**config.mk**
```make
export PLATFORM = sky130hd
export DESIGN_NAME = kat_queue
export DESIGN_NICKNAME = d
export VERILOG_FILES = /design/src/hw/rtl/kat_pkg.sv /design/src/hw/rtl/kat_queue.sv
export SDC_FILE = /design/constraint.sdc
export NUM_CORES = 1
export LEC_CHECK = 0
export BUFFER_PORTS_ARGS = -buffer_cell sky130_fd_sc_hd__clkbuf_2
export CORE_ASPECT_RATIO = 0.8
export CORE_UTILIZATION = 24
export CTS_CLUSTER_SIZE = 10
export DETAILED_ROUTE_END_ITERATION = 16
export PLACE_DENSITY = 0.43
export SYNTH_ARGS = -nofsm -noshare
export SYNTH_HDL_FRONTEND = slang
export SYNTH_SLANG_ARGS = --single-unit
```
**constraint.sdc**
```tcl
create_clock -name clk -period 3.45 [get_ports clk]
set_input_delay 0.345 -clock clk [delete_from_list [all_inputs] [get_ports clk]]
set_output_delay 0.345 -clock clk [all_outputs]
set_load 0.1 [all_outputs]
```
**src/hw/rtl/kat_pkg.sv**
```systemverilog
package kat_pkg;

    localparam int SPEED_W  = 14;
    localparam int ANGLE_W  = 13;
    localparam int ROW_W    = 7;
    localparam int COL_W    = 5;
    localparam int VALUE_W  = 16;
    localparam int FRAC_W   = 7;
    localparam int WEIGHT_W = 13;
    localparam int SUM_W    = 29;
    localparam int QUOT_W   = 17;
    localparam int DIVY_W   = 21;

    localparam logic CMD_WRITE  = 1'b0;
    localparam logic CMD_LOOKUP = 1'b1;

    // Speed and angle are in 1/16 units, so one grid step of 5 is 80.
    localparam logic [SPEED_W-1:0] SPEED_LOW  = 14'd3120;
    localparam logic [SPEED_W-1:0] SPEED_HIGH = 14'd10400;
    localparam logic [SPEED_W-1:0] SLOW_SPEED = 14'd160;
    localparam logic [10:0]        ANGLE_HIGH = 11'd1280;
    localparam int GRID_STEP  = 80;
    localparam int GRID_CEIL  = GRID_STEP - 1;
    // floor(y / 5) == (y * 205) >> 10 for every y below 1024.
    localparam int DIV5_MUL   = 205;
    localparam int DIV5_SHIFT = 10;
    localparam int ROUND_HALF = 3200;
    // floor(y * RECIP_25 >> 25) is floor(y / 25) or one below it.
    localparam int RECIP_25    = 1342177;
    localparam int RECIP_SHIFT = 25;
    localparam int DIVISOR_25  = 25;

    localparam int QUEUE_DEPTH = 2;
    localparam int QPTR_W      = $clog2(QUEUE_DEPTH);
    localparam int QCNT_W      = $clog2(QUEUE_DEPTH + 1);

    typedef struct packed {
        logic                      lookup;
        logic                      force_zero;
        logic                      negate;
        logic                      write_ok;
        logic [ROW_W-1:0]          row;
        logic [COL_W-1:0]          column;
        logic [FRAC_W-1:0]         dx;
        logic [FRAC_W-1:0]         dy;
        logic signed [VALUE_W-1:0] value;
    } kat_item_t;

endpackage

```
**src/hw/rtl/kat_queue.sv**
```systemverilog
module kat_queue import kat_pkg::*; (
    input  logic      clk,
    input  logic      rst_n,
    input  logic      push,
    input  kat_item_t push_item,
    output logic      full,
    input  logic      pop,
    output logic      not_empty,
    output kat_item_t pop_item
);

    kat_item_t          slot_reg [QUEUE_DEPTH];
    logic [QPTR_W-1:0]  wr_ptr_reg;
    logic [QPTR_W-1:0]  wr_ptr_next;
    logic [QPTR_W-1:0]  rd_ptr_reg;
    logic [QPTR_W-1:0]  rd_ptr_next;
    logic [QCNT_W-1:0]  count_reg;
    logic [QCNT_W-1:0]  count_next;
    logic               do_push;
    logic               do_pop;

    assign full      = (count_reg == QCNT_W'(QUEUE_DEPTH));
    assign not_empty = (count_reg != '0);
    assign pop_item  = slot_reg[rd_ptr_reg];
    assign do_push   = push && !full;
    assign do_pop    = pop && not_empty;

    always_comb
    begin
        wr_ptr_next = wr_ptr_reg;
        rd_ptr_next = rd_ptr_reg;
        count_next  = count_reg;
        if (do_push)
        begin
            wr_ptr_next = (wr_ptr_reg == QPTR_W'(QUEUE_DEPTH - 1)) ? '0 : wr_ptr_reg + 1'b1;
        end
        if (do_pop)
        begin
            rd_ptr_next = (rd_ptr_reg == QPTR_W'(QUEUE_DEPTH - 1)) ? '0 : rd_ptr_reg + 1'b1;
        end
        if (do_push && !do_pop)
        begin
            count_next = count_reg + 1'b1;
        end
        else if (do_pop && !do_push)
        begin
            count_next = count_reg - 1'b1;
        end
    end

    always_ff @(posedge clk or negedge rst_n)
    begin
        if (!rst_n)
        begin
            wr_ptr_reg <= '0;
            rd_ptr_reg <= '0;
            count_reg  <= '0;
        end
        else
        begin
            wr_ptr_reg <= wr_ptr_next;
            rd_ptr_reg <= rd_ptr_next;
            count_reg  <= count_next;
        end
    end

    always_ff @(posedge clk)
    begin
        if (do_push)
        begin
            slot_reg[wr_ptr_reg] <= push_item;
        end
    end

endmodule

```
======== Word level (Yosys, flattened, before mapping) ========
Memory sizes are Yosys's and may differ from the RTL's.
Cells that the tools add are included.
word-level totals
  RAM bits ................................ 92
  register bits ........................... 4
  bits of input ports ..................... 50
  memories ................................ 1
  word-level logic and storage cells ...... 24
memory list
  name      words  width  read ports  clocked after memory_dff  write ports  RTL line         RTL
  slot_reg  2      46     1           0                         1            kat_queue.sv:12  kat_item_t slot_reg [QUEUE_DEPTH];
operators by class
  muxes and demuxes ....................... 6
  reduce and logical (&&, ||, !) cells .... 9
  equality and inequality tests ........... 1
  add/sub/neg operators ................... 4
operators by type and width
  cell                 count
  $logic_and 1x1->1    4
  $mux 1               4
  $mux 2               2
  $reduce_bool 2->1    2
  $logic_not 1->1      3
  $add 1x1->1 const B  2
  $add 2x1->2 const B  1
  $eq 2x2->1 const B   1
  $sub 2x1->2 const B  1

======== Depth between registers and ports, before layout ========
  word-level depth ........................ 7
  depth in mapped cells ................... 7
  mapped depth without buffers ............ 7

======== Worst setup path after synthesis ========
Ideal clock, no wire load.
  kind .................................... reg-to-reg
  start ................................... reg count_reg[0]
  end ..................................... mem slot_reg[0][0] in the netlist's numbering, enable pin
  required time ........................... 3.000 ns
  cell stages (with the launch flop) ...... 4
  setup time .............................. 0.450 ns
  arrival time ............................ 2.556 ns
  period minus slack after synthesis ...... 3.006 ns
  slack ................................... 0.444 ns
  path through ............................ dfrtp_1 > nand2b_1 > nand2_1 > nor2_1
between the ends
  longest elaborated chain between the ends .. 5
RTL lines
  element                       RTL line         RTL
  from (decl)                   kat_queue.sv:17  logic [QCNT_W-1:0] count_reg;
  from (signal assigned)        kat_queue.sv:63  count_reg <= count_next;
  $eq 2x2->1                    kat_queue.sv:22  assign full = (count_reg == QCNT_W'(QUEUE_DEPTH));
  $logic_not 1->1               kat_queue.sv:25  assign do_push = push && !full;
  $logic_and 1x1->1             kat_queue.sv:25
  $mux 1                        kat_queue.sv:69  if (do_push)
  $mux 1 (implied by the code)  kat_queue.sv:71  slot_reg[wr_ptr_reg] <= push_item;
  to (decl)                     kat_queue.sv:12
No other way between the ends.

==> flow_summary.toml <==
[status]
status = "finished, final reports clean"

[finish]
fin_util_pct = 32.11
diodes = 0
drive_above_1_share_pct = 60.51
largest_reg_flops = 92
stdcell_count = 460
area_delta_synth_final_pct = 28.16
finalNetCount = 322

[setup_path]
path_cells = "buf_12, mux2_2, clkbuf_2"
r2r-end = "slot_reg[1][7]"
crit_end = "pop_item[23]"
worstPathRequired_ps = 3110
end_kind = "primary output"
worst-setup-path-type = "reg -> out"
critPathBufInv = 2
cp_top_family = "flip-flops"
ff2ff_setup_slack_ps = 1780
arrival_ps = 2150
reg2regPathDepth = 3
cp_max_fo = 27
slowest_delay_ps = 760
slowest_stage = "dfrtp_2"
critPathLaunchType = "flop"
timing.rr.start = "count_reg[0]"
startpoint = "rd_ptr_reg"
cp.depth = 3

[synthesis]
synthMuxAreaShare_pct = 17.31
syn_nets = 213
synth_top_family_by_area = "multiplexers"
yosysUniqueCellTypes = 16
synth_adder_area_share_pct = 0.3434
synthXorXnorAreaFrac_pct = 1.202
synth-simple-area-share_pct = 0.9959
ys_seq_area_share_pct = 78.57
ys_seq_elements = 96
synth_compound_gate_area_share_pct = 0
syn_avg_cell_area_um2 = 22.49
syn_inst = 162
ys_warn_count = 0
syn-cell-area_um2 = 3643

[global_route]
grt_remaining_overflow = 0
track_usage_pct = 8.696
antenna_found_initial = 0
grt_pass1_vias = 1934
grt_max_degree = 28
grt_pass1_wl_um = 10030

[sta]
hold_viol_final = 0
setup_tns_ps = 0
fmax_mhz = 400.7
finalSetupViolCount = 0
final.period_utilization_pct = 72.34
grt_setup_unrepaired = "false"
max_slew.worst_pin.slew_ps = 605.7
finalClockSkew_ps = 6.956
max_slew_margin_pct = 59.62
timing.hold.ws_ps = 196.0
final_max_slew_viol_count = 0
period_needed_ps = 2496

[route]
drt_first_pass_iters = 4
via_count = 1808
vias_per_cell = 3.930
wl_um = 6380
ant_nets = 0
drc = 0
drt_iter0_drc = 49
wl_per_cell_um = 13.87

[place]
io_buffers = 97
dp.cells = 443
hpwl_um = 4295
place.gp.congestion = 0.6348

[die]
dieWidth_um = 139.8
rows = 39
dieArea_um2 = 15680
core_um2 = 14540
fp.dieH_um = 112.2
ios = 98
start_util_pct = 25.06

[worst_hold_path]
hold_class = "in -> reg"
min_path_cells = 1

[clock_network]
cts_setup_buffers = 0
htree_num_levels = 3
clk_pin_slew_worst_paths_ps = 70
cts_buffers = 9
cts_buffer_depth = 2
cts_resized = 0
numClockSinks = 96
cts_tree = "built"
ctsRootBufferMaster = "clkbuf_16"
clk-insertion-delay-late_ps = 330

[job]
cap_violations = 0
## timing repair
action	CTS	global route
hold buffers	1	0
endpoints found under the hold margin	4	0
setup endpoints to repair	0	0
## cell type report
| type | instances | area [µm²] |
|---|---|---|
| inverters | 2 | 7.507 |
| multi-input cells | 59 | 732.0 |
| clock buffers | 11 | 232.7 |
| well taps | 184 | 230.2 |
| clock inverters | 5 | 57.56 |
| flip-flops and latches | 96 | 2864 |
| repair buffers | 103 | 545.5 |
| fillers | 1463 | 9872 |
## synthesized netlist by cell type
master | number | area share, %
dfrtp_1 | 4 | 2.7
buf_6 | 4 | 1.2
nand2_1 | 1 | 0.10
inv_1 | 2 | 0.21
xnor2_1 | 3 | 0.72
edfxtp_1 | 92 | 76
or2_2 | 1 | 0.17
nand2_2 | 1 | 0.17
buf_2 | 1 | 0.14
and3_1 | 1 | 0.17
ha_1 | 1 | 0.34
mux2_4 | 30 | 12
mux2_2 | 16 | 4.9
xor2_1 | 2 | 0.48
nor2_1 | 2 | 0.21
nand2b_1 | 1 | 0.17
## how the worst min path moves through the flow
stage,to,startpoint
after detailed placement,wr_ptr_reg,rst_n
after floorplan,count_reg[0],rst_n
final,slot_reg[0][43],push_item[43]
after CTS,slot_reg[1][43],push_item[43]
after global placement,wr_ptr_reg,rst_n
after global routing,slot_reg[1][41],push_item[41]
## logic make-up (layout without fill, tap and decap cells)
logic type	count (synthesis)	count (layout)
xor+xnor	5	5
fa+ha+maj	1	1
buf+inv	7	121
flops	96	96
mux	46	46
simple gates	7	7
## worst reg2reg max path: cells and delay by family, from the launching register on
kind | cells | cell delay [ps]
buffers and inverters | 1 | 360
and+or+nand+nor | 2 | 570
DFF | 1 | 410
## metal layers
layer / GRT usage (%) / vias up / part of all wire (%)
met5: 0 / - / 0
met4: 3.516 / 0 / 1.5
met3: 3.626 / 9 / 5.8
met2: 13.80 / 61 / 48
met1: 10.46 / 894 / 45
li1: - / 844 / -
## placed cells by master (no fill, tap or decap), drive strengths merged
cell type,count
nor2,2
xnor2,3
nand2b,1
dfrtp,4
and3,1
buf,5
mux2,46
nand2,2
or2,1
inv,2
bufinv,1
xor2,2
clkinv,1
edfxtp,92
dlygate4sd3,1
ha,1
clkinvlp,3
clkbuf,108
## stage by stage
stage                     worst slack (ps)  instance area, µm²
after floorplan                      444.5                3643
after global placement                1270                4369
after detailed placement              1261                4369
after CTS                            900.9                4669
after global routing                 822.4                4669
final                                954.3                4669
Power is not shown: default switching activity piles up to over one toggle a cycle in this logic, so the estimate is an artifact.
