## src/hw/rtl/kat_pkg.sv

```systemverilog
package kat_pkg;

    localparam int SPEED_W  = 14;
    localparam int ANGLE_W  = 13;
    localparam int ROW_W    = 7;
    localparam int COL_W    = 5;
    localparam int VALUE_W  = 16;
    localparam int FRAC_W   = 7;
    localparam int WEIGHT_W = 13;
    localparam int SUM_W    = 29;
    localparam int QUOT_W   = 17;
    localparam int DIVY_W   = 21;

    localparam logic CMD_WRITE  = 1'b0;
    localparam logic CMD_LOOKUP = 1'b1;

    // Speed and angle are in 1/16 units, so one grid step of 5 is 80.
    localparam logic [SPEED_W-1:0] SPEED_LOW  = 14'd3120;
    localparam logic [SPEED_W-1:0] SPEED_HIGH = 14'd10400;
    localparam logic [SPEED_W-1:0] SLOW_SPEED = 14'd160;
    localparam logic [10:0]        ANGLE_HIGH = 11'd1280;
    localparam int GRID_STEP  = 80;
    localparam int GRID_CEIL  = GRID_STEP - 1;
    // floor(y / 5) == (y * 205) >> 10 for every y below 1024.
    localparam int DIV5_MUL   = 205;
    localparam int DIV5_SHIFT = 10;
    localparam int ROUND_HALF = 3200;
    // floor(y * RECIP_25 >> 25) is floor(y / 25) or one below it.
    localparam int RECIP_25    = 1342177;
    localparam int RECIP_SHIFT = 25;
    localparam int DIVISOR_25  = 25;

    localparam int QUEUE_DEPTH = 2;
    localparam int QPTR_W      = $clog2(QUEUE_DEPTH);
    localparam int QCNT_W      = $clog2(QUEUE_DEPTH + 1);

    typedef struct packed {
        logic                      lookup;
        logic                      force_zero;
        logic                      negate;
        logic                      write_ok;
        logic [ROW_W-1:0]          row;
        logic [COL_W-1:0]          column;
        logic [FRAC_W-1:0]         dx;
        logic [FRAC_W-1:0]         dy;
        logic signed [VALUE_W-1:0] value;
    } kat_item_t;

endpackage

```

## src/hw/rtl/kat_if.sv

```systemverilog
interface kat_item_if import kat_pkg::*; ();
    logic                      valid;
    logic                      ready;
    logic                      command;
    logic [SPEED_W-1:0]        ball_speed;
    logic signed [ANGLE_W-1:0] angle_difference;
    logic [ROW_W-1:0]          entry_row;
    logic [COL_W-1:0]          entry_column;
    logic signed [VALUE_W-1:0] entry_value;

    modport source (
        output valid, command, ball_speed, angle_difference,
               entry_row, entry_column, entry_value,
        input  ready
    );
    modport sink (
        input  valid, command, ball_speed, angle_difference,
               entry_row, entry_column, entry_value,
        output ready
    );
endinterface


```

## src/hw/rtl/kat_front.sv

```systemverilog
module kat_front import kat_pkg::*; #(
    parameter int ROW_COUNT    = 128,
    parameter int COLUMN_COUNT = 32
) (
    kat_item_if.sink  item,
    input  logic      bypass,
    input  logic      q_full,
    output logic      q_push,
    output kat_item_t q_item
);

    logic [ANGLE_W-1:0] mag;
    logic [10:0]        a_clamp;
    logic [10:0]        col_sum;
    logic [14:0]        col_div;
    logic [COL_W-1:0]   col_raw;
    logic [COL_W-1:0]   column;
    logic [10:0]        col_base;
    logic [SPEED_W-1:0] s_clamp;
    logic [12:0]        s_off;
    logic [12:0]        row_sum;
    logic [16:0]        row_div;
    logic [ROW_W-1:0]   row_raw;
    logic [ROW_W-1:0]   row;
    logic [12:0]        row_base;
    logic               is_lookup;

    assign item.ready = !q_full;
    assign q_push     = item.valid && !q_full;
    assign is_lookup  = (item.command == CMD_LOOKUP);

    // Grid column: ceil(a / 80) with a floor of one, then the offset inside the cell.
    always_comb
    begin
        mag      = item.angle_difference[ANGLE_W-1] ? ANGLE_W'(-item.angle_difference)
                                                    : ANGLE_W'(item.angle_difference);
        a_clamp  = (mag > ANGLE_W'(ANGLE_HIGH)) ? ANGLE_HIGH : mag[10:0];
        col_sum  = a_clamp + 11'(GRID_CEIL);
        col_div  = 15'(col_sum[10:4]) * 15'(DIV5_MUL);
        col_raw  = col_div[DIV5_SHIFT +: COL_W];
        column   = (col_raw == '0) ? COL_W'(1) : col_raw;
        col_base = 11'(column - COL_W'(1)) * 11'(GRID_STEP);
    end

    always_comb
    begin
        if (item.ball_speed < SPEED_LOW)
        begin
            s_clamp = SPEED_LOW;
        end
        else if (item.ball_speed > SPEED_HIGH)
        begin
            s_clamp = SPEED_HIGH;
        end
        else
        begin
            s_clamp = item.ball_speed;
        end
        s_off    = 13'(s_clamp - SPEED_LOW);
        row_sum  = s_off + 13'(GRID_CEIL);
        row_div  = 17'(row_sum[12:4]) * 17'(DIV5_MUL);
        row_raw  = row_div[DIV5_SHIFT +: ROW_W];
        row      = (row_raw == '0) ? ROW_W'(1) : row_raw;
        row_base = 13'(row - ROW_W'(1)) * 13'(GRID_STEP);
    end

    always_comb
    begin
        q_item.lookup     = is_lookup;
        q_item.force_zero = (item.ball_speed < SLOW_SPEED) || bypass;
        q_item.negate     = item.angle_difference[ANGLE_W-1] || (item.angle_difference == '0);
        q_item.write_ok   = ({2'b00, item.entry_row} < 9'(ROW_COUNT))
                         && ({2'b00, item.entry_column} < 7'(COLUMN_COUNT));
        q_item.row        = is_lookup ? row : item.entry_row;
        q_item.column     = is_lookup ? column : item.entry_column;
        q_item.dx         = FRAC_W'(a_clamp - col_base);
        q_item.dy         = FRAC_W'(s_off - row_base);
        q_item.value      = item.entry_value;
    end

endmodule

```

## src/flat_wrapper.sv

```systemverilog
// flat-port wrapper written by rule: the top's interface ports become plain ports
module kat_front_flat import kat_pkg::*;
#(
    parameter int ROW_COUNT    = 128,
    parameter int COLUMN_COUNT = 32
)
  (bypass, q_full, q_push, q_item, item_valid, item_command, item_ball_speed, item_angle_difference, item_entry_row, item_entry_column, item_entry_value, item_ready);
  kat_item_if item_i ();
  input  logic bypass;
  input  logic q_full;
  output logic q_push;
  output kat_item_t q_item;
  input wire logic [$bits(item_i.valid)-1:0] item_valid;
  input wire logic [$bits(item_i.command)-1:0] item_command;
  input wire logic [$bits(item_i.ball_speed)-1:0] item_ball_speed;
  input wire logic [$bits(item_i.angle_difference)-1:0] item_angle_difference;
  input wire logic [$bits(item_i.entry_row)-1:0] item_entry_row;
  input wire logic [$bits(item_i.entry_column)-1:0] item_entry_column;
  input wire logic [$bits(item_i.entry_value)-1:0] item_entry_value;
  output wire logic [$bits(item_i.ready)-1:0] item_ready;
  assign item_i.valid = item_valid;
  assign item_i.command = item_command;
  assign item_i.ball_speed = item_ball_speed;
  assign item_i.angle_difference = item_angle_difference;
  assign item_i.entry_row = item_entry_row;
  assign item_i.entry_column = item_entry_column;
  assign item_i.entry_value = item_entry_value;
  assign item_ready = item_i.ready;
  kat_front #(.ROW_COUNT(ROW_COUNT), .COLUMN_COUNT(COLUMN_COUNT)) u_core (.item(item_i), .bypass(bypass), .q_full(q_full), .q_push(q_push), .q_item(q_item));
endmodule
```

## config.mk

```make
export PLATFORM = sky130hd
export DESIGN_NAME = kat_front_flat
export DESIGN_NICKNAME = d
export VERILOG_FILES = /design/src/hw/rtl/kat_pkg.sv /design/src/hw/rtl/kat_if.sv /design/src/hw/rtl/kat_front.sv /design/src/flat_wrapper.sv
export SDC_FILE = /design/constraint.sdc
export NUM_CORES = 1
export LEC_CHECK = 0
export ABC_CLOCK_PERIOD_IN_PS = 31400
export BUFFER_PORTS_ARGS = -buffer_cell sky130_fd_sc_hd__buf_2
export CAP_MARGIN = 20
export CORE_ASPECT_RATIO = 0.8
export CORE_UTILIZATION = 47
export DETAILED_ROUTE_END_ITERATION = 6
export PLACE_DENSITY = 0.71
export SETUP_SLACK_MARGIN = 0.05
export SLEW_MARGIN = 30
export SYNTH_ARGS = -nofsm -noshare
export SYNTH_HDL_FRONTEND = slang
export SYNTH_SLANG_ARGS = --single-unit
```

## constraint.sdc

```tcl
create_clock -name vclk -period 31.4
set_input_delay 6.28 -clock vclk [all_inputs]
set_output_delay 6.28 -clock vclk [all_outputs]
set_load 0.02 [all_outputs]
```

## Word level (Yosys, flattened, before mapping)

Index checks and enable logic that the tools add are counted.

- Bits in registers: 0
- Input bits: 59

- $mul: 4
- Muxes and demuxes: 8
- Add/subtract/negate cells: 8
- Order comparisons: 4
- Reductions and logical operators: 7

Operators by type and width:

| kind | count |
|---|---|
| 13-bit 2-to-1 mux | 3 |
| 9-bit by 8-bit multiplier with 17-bit output, second input constant | 1 |
| 7-bit by 8-bit multiplier with 15-bit output, second input constant | 1 |
| 14-bit greater-than comparator, second input constant | 1 |
| 14-bit by 12-bit less-than comparator with 1-bit output, second input constant | 1 |
| 14-bit by 8-bit less-than comparator with 1-bit output, second input constant | 1 |
| 7-bit 2-to-1 mux | 2 |
| 7-bit subtractor | 2 |
| 13-bit by 7-bit adder with 13-bit output, second input constant | 1 |
| 13-bit by 11-bit greater-than comparator with 1-bit output, second input constant | 1 |
| 13-bit logical NOT | 1 |
| 13-bit by 3-bit multiplier with 3-bit output, second input constant | 1 |
| 13-bit negation | 1 |
| 13-bit by 12-bit subtractor with 13-bit output, second input constant | 1 |
| 11-bit by 7-bit adder with 11-bit output, second input constant | 1 |
| 11-bit by 3-bit multiplier with 3-bit output, second input constant | 1 |
| 11-bit 2-to-1 mux | 1 |
| 5-bit 2-to-1 mux | 2 |
| 7-bit by 1-bit subtractor with 8-bit output, second input constant | 1 |
| 7-bit logical NOT | 1 |
| 5-bit by 1-bit subtractor with 6-bit output, second input constant | 1 |
| 5-bit logical NOT | 1 |
| 1-bit logical OR | 2 |
| 1-bit logical AND | 1 |
| 1-bit logical NOT | 1 |

## Depth between registers and ports, before layout

Gate-level depths: netlist (run 1).

- Depth in word-level cells: 11
- Mapped depth: 39

## Worst setup path before layout (run 1)

OpenSTA, ideal clock, no wires.

- Path type: input -> output
- Start: input item_ball_speed[0]
- End: output q_item[22] (netlist bit)
- Path slack: 10.171 ns
- Stages: 35
- Data required time: 25.120 ns
- Data arrival time: 14.949 ns
- Cell sequence: or4_1 o211a_1 nor3_1 nand2b_1 ha_1 clkbuf_1 or4_1 o221ai_1 nand3_1 a221o_1 nor3_1 xor2_1 ha_1 inv_1 fa_1 inv_1 fa_1 fa_1 ha_1 nand2_1 or3_1 a2111oi_2 a21o_1 nor4b_1 a211o_1 a211oi_1 a2bb2oi_2 ha_1 inv_1 fa_1 xnor2_1 xnor2_1 xnor2_1 xnor2_1 xnor2_1

RTL lines:

| item | RTL line | text |
|---|---|---|
| start: declaration | flat_wrapper.sv:15 | `input wire logic [$bits(item_i.ball_speed)-1:0] item_ball_speed;` |
| end: declaration | flat_wrapper.sv:12 | `output kat_item_t q_item;` |

==> results of run 1 <==
## worst min path at each step
stage	from	end	slack, ns	cells past startpoint
2_1_floorplan	q_full	item_ready	12.64	1
3_3_place_gp	item_entry_value[0]	q_item[0]	12.56	0
3_5_place_dp	item_entry_value[0]	q_item[0]	12.56	0
4_1_cts	item_entry_value[0]	q_item[0]	12.56	0
5_1_grt	item_entry_value[4]	q_item[4]	12.56	0
6_report	item_entry_value[14]	q_item[14]	12.56	0
## cell families (layout without fill, tap and decap cells)
kind of cell	after synthesis	in the layout	synth area share
other cells	1	1	0.000878
simple gates	157	157	0.201
mux	12	12	0.0305
buf+inv	108	141	0.116
xor+xnor	48	48	0.0984
fa+ha+maj	107	107	0.354
compound gates	117	117	0.200
## worst max-delay path: cells and delay by family
family	cells	cell delay, ns
adders and majority gates	8	3.22
buffers and inverters	5	0.49
xor gates and xnor gates	6	1.26
and+or+nand+nor	9	2.75
AOI/OAI and AO/OA	8	2.18
## layout make-up
class	instances	area [µm²]
Timing Repair Buffer	74	370
Fill cell	873	4090
Multi-Input combinational cell	442	3780
Tap cell	112	140
Inverter	67	251
## metrics by stage
step,instances,area [µm²],util,hold WS (ns)
after floorplan,550,4270,-,12.64
after global placement,695,4540,0.526,12.56
after detailed placement,695,4540,0.526,12.56
after CTS,695,4540,0.526,12.56
after global routing,695,4540,0.526,12.56
final,695,4540,0.526,12.56
## layer usage
layer,up-vias,track usage,part of all wire
met5,-,0,0
met4,0,0.0283,0.013
met3,12,0.0112,0.040
met2,122,0.395,0.49
met1,1859,0.291,0.45
li1,1999,-,-
## cell usage after synthesis (all sizes together), types with 11 or more instances
master and number:
nand2 33, xor2 16, o21ai 22, nor4 11, nor3 17, nor2 21
a21oi 29, inv 66, xnor2 32, nand2b 11, ha 84, buf 26
clkbuf 15, nand3 12, and2 12, fa 23
==> impl_metrics.json, run 1 <==
{
  "synth.avg_cell_area_um2": 7.77,
  "period_minus_slack_ns": 22.46,
  "syn-num-nets": 716,
  "drc": 0,
  "outcome": "completed",
  "worst-setup-path-type": "input pin to output port",
  "drive_gt1_frac": 0.172,
  "yosysWarnings": 0,
  "syn2layout_area_growth_pct": 6.24,
  "yosysTopAreaCell": "ha_1",
  "arrival_ns": 16.18,
  "vias": 3992,
  "cts_setup_buffers": 0,
  "synth-seq-area-share": 0,
  "hpwlAfterDp_um": 8880,
  "ant_nets": 0,
  "row_count": 30,
  "worstSetupEndpointType": "output port",
  "slew_viol_final": 0,
  "yosysUniqueCellTypes": 71,
  "via_per_inst": 5.74,
  "finalHoldViolations": 0,
  "final_common_cell": "ha_1",
  "start_util": 0.495,
  "place.gp.congestion": 0.896,
  "ctsHoldBuffers": 0,
  "port_buffers": 74,
  "timing.fmax_ghz": 0.0445,
  "seq_area_um2": 0,
  "core_area_um2": 8630,
  "tns_ns": 0,
  "die-height_um": 87.3,
  "gr-total-overflow": 0,
  "max_slew_margin": 0.372,
  "synth.top_cell.area_share": 0.246,
  "hp-class": "input pin to output port",
  "final.setup.worst_slack_ns": 8.94,
  "start_kind": "input pin",
  "num-nets-final": 751,
  "antenna_found_initial": 0,
  "synthCells": 550,
  "slowest_stage": "nor3_1",
  "n_antenna_cell": 0,
  "die_w_um": 109,
  "n_sequential_cell": 0,
  "grt_usage": 0.218,
  "die_area_um2": 9480,
  "n_clock_buffer": 0,
  "dr.first_iter.drc_count": 253,
  "grt_start_max_net_pins": 21,
  "cts.repair.resized": 0,
  "place_ws_ns": 8.95,
  "startpoint": "item_ball_speed[0]",
  "drv_cap": 0,
  "wire_per_inst_um": 14.8,
  "setup_viol": 0,
  "critPathMaxStageDelay_ns": 0.59,
  "io_pins": 107,
  "rsz0062_at_grt": "false",
  "drt-total-wl_um": 10300,
  "required_ns": 25.12,
  "grt_first_pass_wirelength_um": 17100,
  "grt_pass1_vias": 3676,
  "cp-endpoint": "q_item[22]",
  "most-common-layout-cells": "ha_1 (84), buf_2 (74), inv_1 (66), nand2_1 (33), xnor2_1 (32)",
  "tightest_slew_ns": 0.934,
  "worst-path-max-fanout": 18,
  "path_common_cell": "xnor2_1",
  "synth_area_leaders": "ha_1 (25%), fa_1 (11%), xnor2_1 (6.6%)",
  "syn_area_um2": 4270,
  "period_share": 0.715,
  "first_pass_iters": 5
}
Power of run 1 is left out: the tool's default activity adds up to more than one toggle a clock period on the data nets, which glitch-free logic cannot reach.
==> inputs of run 2 (changes only) <==
ABC_AREA = 1   (was default)
ABC_CLOCK_PERIOD_IN_PS = 22500   (was 31400)
clock period = 22.5 ns   (was 31.4 ns; I/O delays follow)
==> run 2 against run 1 <==
Flip-flop and latch count unchanged. Core utilization up 1.2 points. First-iteration DRC count down 47%. Synthesized cell count up 23%. Die area up 1.7%. Routed wire length down 2.8%. Global-route usage down 0.066 points. Count of clock-buffer cells in the layout unchanged. Final area up 3.2%. Critical path type unchanged. Largest cell class unchanged. Highest routed layer unchanged.
==> impl_metrics.json, run 2 <==
{
  "grt_start_max_net_pins": 20,
  "grt_first_pass_wirelength_um": 17400,
  "syn_area_um2": 4350,
  "period_minus_slack_ns": 16.46,
  "critPathMaxStageDelay_ns": 0.51,
  "n_clock_buffer": 0,
  "synth_compound_area_frac": 0.0892,
  "rsz0062_at_grt": "false",
  "synthCells": 675,
  "multi_input_area_um2": 3690,
  "arrival_ns": 11.96,
  "wire_per_inst_um": 11.9,
  "vias": 4314,
  "place.gp.congestion": 0.889,
  "setup_viol": 0,
  "final_common_cell": "nand2_1",
  "core_area_um2": 8710,
  "holdPathEnd": "q_item[10]",
  "yosysTopAreaCell": "ha_1",
  "hpwlAfterDp_um": 9010,
  "syn2layout_area_growth_pct": 7.80,
  "yosysUniqueCellTypes": 48,
  "synth_top_family_by_area": "simple AND/OR/NAND/NOR gates",
  "synth.top_cell.area_share": 0.242,
  "cts.repair.resized": 0,
  "hold_depth": 0,
  "synth_mux_area_frac": 0,
  "n_sequential_cell": 0,
  "dpl.cell_count": 837,
  "drv_cap": 0,
  "drive_gt1_frac": 0.203,
  "n_antenna_cell": 0,
  "die_w_um": 110,
  "path_common_cell": "inv_1",
  "cts_setup_buffers": 0,
  "die_area_um2": 9640,
  "synth-seq-area-share": 0,
  "slowest_stage": "fa_1",
  "outcome": "completed",
  "worst-path-max-fanout": 13,
  "start_util": 0.499,
  "seq_area_um2": 0,
  "num-nets-final": 893,
  "hp-class": "input pin to output port",
  "ant_nets": 0,
  "die-height_um": 88.0,
  "gr-total-overflow": 0,
  "synth_simple_gate_area_frac": 0.366,
  "finalHoldViolations": 0,
  "max_slew_margin": 0.611,
  "yosysWarnings": 0,
  "min_from": "item_entry_value[10]",
  "worstSetupEndpointType": "output port",
  "tns_ns": 0,
  "synth_xor_area_frac": 0.0440,
  "synth_area_leaders": "ha_1 (24%), nand2_1 (14%), fa_1 (11%)",
  "start_kind": "input pin",
  "grt_usage": 0.217,
  "required_ns": 18.00,
  "syn-num-nets": 841,
  "fin_cells": 837,
  "slew_viol_final": 0,
  "drt-total-wl_um": 9990,
  "via_per_inst": 5.15,
  "port_buffers": 74,
  "period_share": 0.731,
  "tightest_slew_ns": 0.568,
  "fill_cells": 864,
  "drc": 0,
  "io_pins": 107,
  "first_pass_iters": 5,
  "synth_fa_ha_area_frac": 0.348,
  "antenna_found_initial": 0,
  "synthTopCellsByCount": "nand2_1 (163), inv_1 (121), ha_1 (84), nand3_1 (47), nor2_1 (46)",
  "dr.first_iter.drc_count": 133,
  "grt_pass1_vias": 4149,
  "synth.most_common_cell": "nand2_1",
  "timing.fmax_ghz": 0.0608,
  "most-common-layout-cells": "nand2_1 (163), inv_1 (121), ha_1 (84), buf_2 (74), nand3_1 (47)",
  "row_count": 30,
  "synth.avg_cell_area_um2": 6.44,
  "worst-setup-path-type": "input pin to output port",
  "ctsHoldBuffers": 0
}
## run 2: cell count changes after synthesis, moves of 11 or more
cell	delta
nand2_2	+24
nand2b_1	-11
nand3_1	+36
inv_1	+55
nand2_1	+130
xnor2_1	-28
a21oi_1	-11
clkbuf_1	-14
nor2_1	+25
## run 2: area by class of cell
cell class | count | area share
Inverter | 130 | 0.104
Timing Repair Buffer | 74 | 0.0790
Tap cell | 112 | 0.0299
Multi-Input combinational cell | 521 | 0.787
## run 2: cell families after synthesis
family	Yosys count
and+or+nand+nor	335
xor gates and xnor gates	18
buffers and inverters	154
adders and majority gates	107
AOI/OAI and AO/OA	60
other	1
## run 2: through the flow
| step | area (µm²) | hold WS (ns) | utilization | setup slack, ns |
|---|---|---|---|---|
| floorplan | 4350 | 9.08 | - | 7.21 |
| global placement | 4690 | 9.00 | 0.538 | 6.19 |
| detailed placement | 4690 | 9.00 | 0.538 | 6.11 |
| CTS | 4690 | 9.00 | 0.538 | 6.03 |
| global route | 4690 | 9.00 | 0.538 | 5.42 |
| finish | 4690 | 9.00 | 0.538 | 6.04 |
## run 2: critical path: cells and delay by family
kind	cells	cell delay (ns)
compound gates	4	0.67
buf+inv	9	0.80
simple gates	19	2.37
fa+ha+maj	8	3.16
xor+xnor	2	0.43
## run 2: metal layers
layer	up-vias	track usage	share of wire
met1	1963	0.276	0.46
met3	13	0.00744	0.039
met2	103	0.422	0.49
li1	2235	-	-
met5	-	0	0
met4	0	0.0182	0.0085
## run 2: worst max path at each step
stage	from	end	slack [ns]	cells past startpoint
floorplan	item_ball_speed[8]	q_item[22]	7.21	42
global placement	item_ball_speed[8]	q_item[22]	6.19	42
detailed placement	item_ball_speed[8]	q_item[22]	6.11	42
CTS	item_ball_speed[8]	q_item[22]	6.03	42
global route	item_ball_speed[8]	q_item[22]	5.42	42
finish	item_ball_speed[12]	q_item[22]	6.04	42
Power of run 2 is left out for the same reason.
==> inputs of run 3 (changes only) <==
ABC_CLOCK_PERIOD_IN_PS = 13320   (was 22500)
PLACE_DENSITY = 0.74   (was 0.71)
clock period = 13.32 ns   (was 22.5 ns; I/O delays follow)
==> run 3 against run 2 <==
Sequential share of layout area is the same. Cell count grew 0.12%. First-iteration DRC count grew 15%. Highest routed layer unchanged. Worst setup slack lost 5.4 ns. Routed wire length shrank 0.50%. Critical path depth shrank 2. Global-route usage grew 0.13 points.
==> impl_metrics.json, run 3 (synthesis gave the netlist of run 2 again) <==
{
  "outcome": "completed",
  "rsz0062_at_grt": "false",
  "most-common-layout-cells": "nand2_1 (162), inv_1 (121), ha_1 (84), buf_2 (74), nand3_1 (47)",
  "io_pins": 107,
  "grt_first_pass_wirelength_um": 17500,
  "period_minus_slack_ns": 12.68,
  "arrival_ns": 10.02,
  "grt_busiest_layer": "met2",
  "vias": 4261,
  "antenna_found_initial": 0,
  "row_count": 30,
  "grtUsageMet1": 0.285,
  "gr-total-overflow": 0,
  "path_buf_inv": 8,
  "num-nets-final": 894,
  "worst-setup-path-type": "input pin to output port",
  "slew_viol_final": 0,
  "grt_start_max_net_pins": 20,
  "die_w_um": 110,
  "drc": 0,
  "grt_usage": 0.219,
  "crit_family": "adder cells",
  "ant_nets": 0,
  "grt_use_met3": 0.00446,
  "place.gp.congestion": 0.931,
  "wire_per_inst_um": 11.9,
  "first_pass_iters": 4,
  "timing.fmax_ghz": 0.0788,
  "n_antenna_cell": 0,
  "final_common_cell": "nand2_1",
  "finalHoldViolations": 0,
  "worst-path-max-fanout": 13,
  "start_kind": "input pin",
  "cts_setup_buffers": 0,
  "tns_ns": 0,
  "n_clock_buffer": 0,
  "core_area_um2": 8710,
  "setup_viol": 0,
  "worstSetupEndpointType": "output port",
  "drv_cap": 0,
  "critPathMaxStageDelay_ns": 0.52,
  "slowest_stage": "fa_1",
  "dr.first_iter.drc_count": 153,
  "required_ns": 10.66,
  "via_per_inst": 5.08,
  "n_sequential_cell": 0,
  "grt_pass1_vias": 4096,
  "syn2layout_area_growth_pct": 8.18,
  "met2_usage": 0.412,
  "seq_area_um2": 0,
  "die-height_um": 88.0,
  "drt-total-wl_um": 9940,
  "start_util": 0.499,
  "hp-class": "input pin to output port",
  "hpwlAfterDp_um": 8980,
  "die_area_um2": 9640,
  "drive_gt1_frac": 0.205,
  "port_buffers": 74,
  "path_common_cell": "inv_1",
  "period_share": 0.952
}
## run 3: final cells by class
cell class / instances / area, µm²
Fill cell: 873 / 4010
Tap cell: 112 / 140
Timing Repair Buffer: 75 / 378
Multi-Input combinational cell: 521 / 3700
Inverter: 130 / 488
## run 3: stage by stage
step | std cells | cell area (µm²) | worst slack, ns | util | hold slack [ns]
global placement | 838 | 4690 | 0.711 | 0.539 | 5.33
finish | 838 | 4700 | 0.636 | 0.540 | 5.33
global route | 838 | 4700 | 0.0993 | 0.540 | 5.33
detailed placement | 838 | 4690 | 0.625 | 0.539 | 5.33
CTS | 838 | 4690 | 0.587 | 0.539 | 5.33
floorplan | 675 | 4350 | 1.70 | - | 5.40
## run 3: worst paths after layout
path,cells after the start,endpoint,startpoint
hold / removal,0,q_item[0],item_entry_value[0]
setup / recovery,40,q_item[22],item_ball_speed[12]
## run 3: per-layer routing
metal | wire length (µm) | vias to the layer above | part of all wire
li1 | - | 2244 | -
met1 | 4780 | 1944 | 0.48
met2 | 4800 | 63 | 0.48
met3 | 247 | 10 | 0.025
met4 | 121 | 0 | 0.012
met5 | 0 | - | 0
## run 3: what timing repair did
action | in CTS | in global routing
setup endpoints to repair | 0 | 2
gates resized for setup | 0 | 3
hold buffers | 0 | 0
Power of run 3 is left out for the same reason.
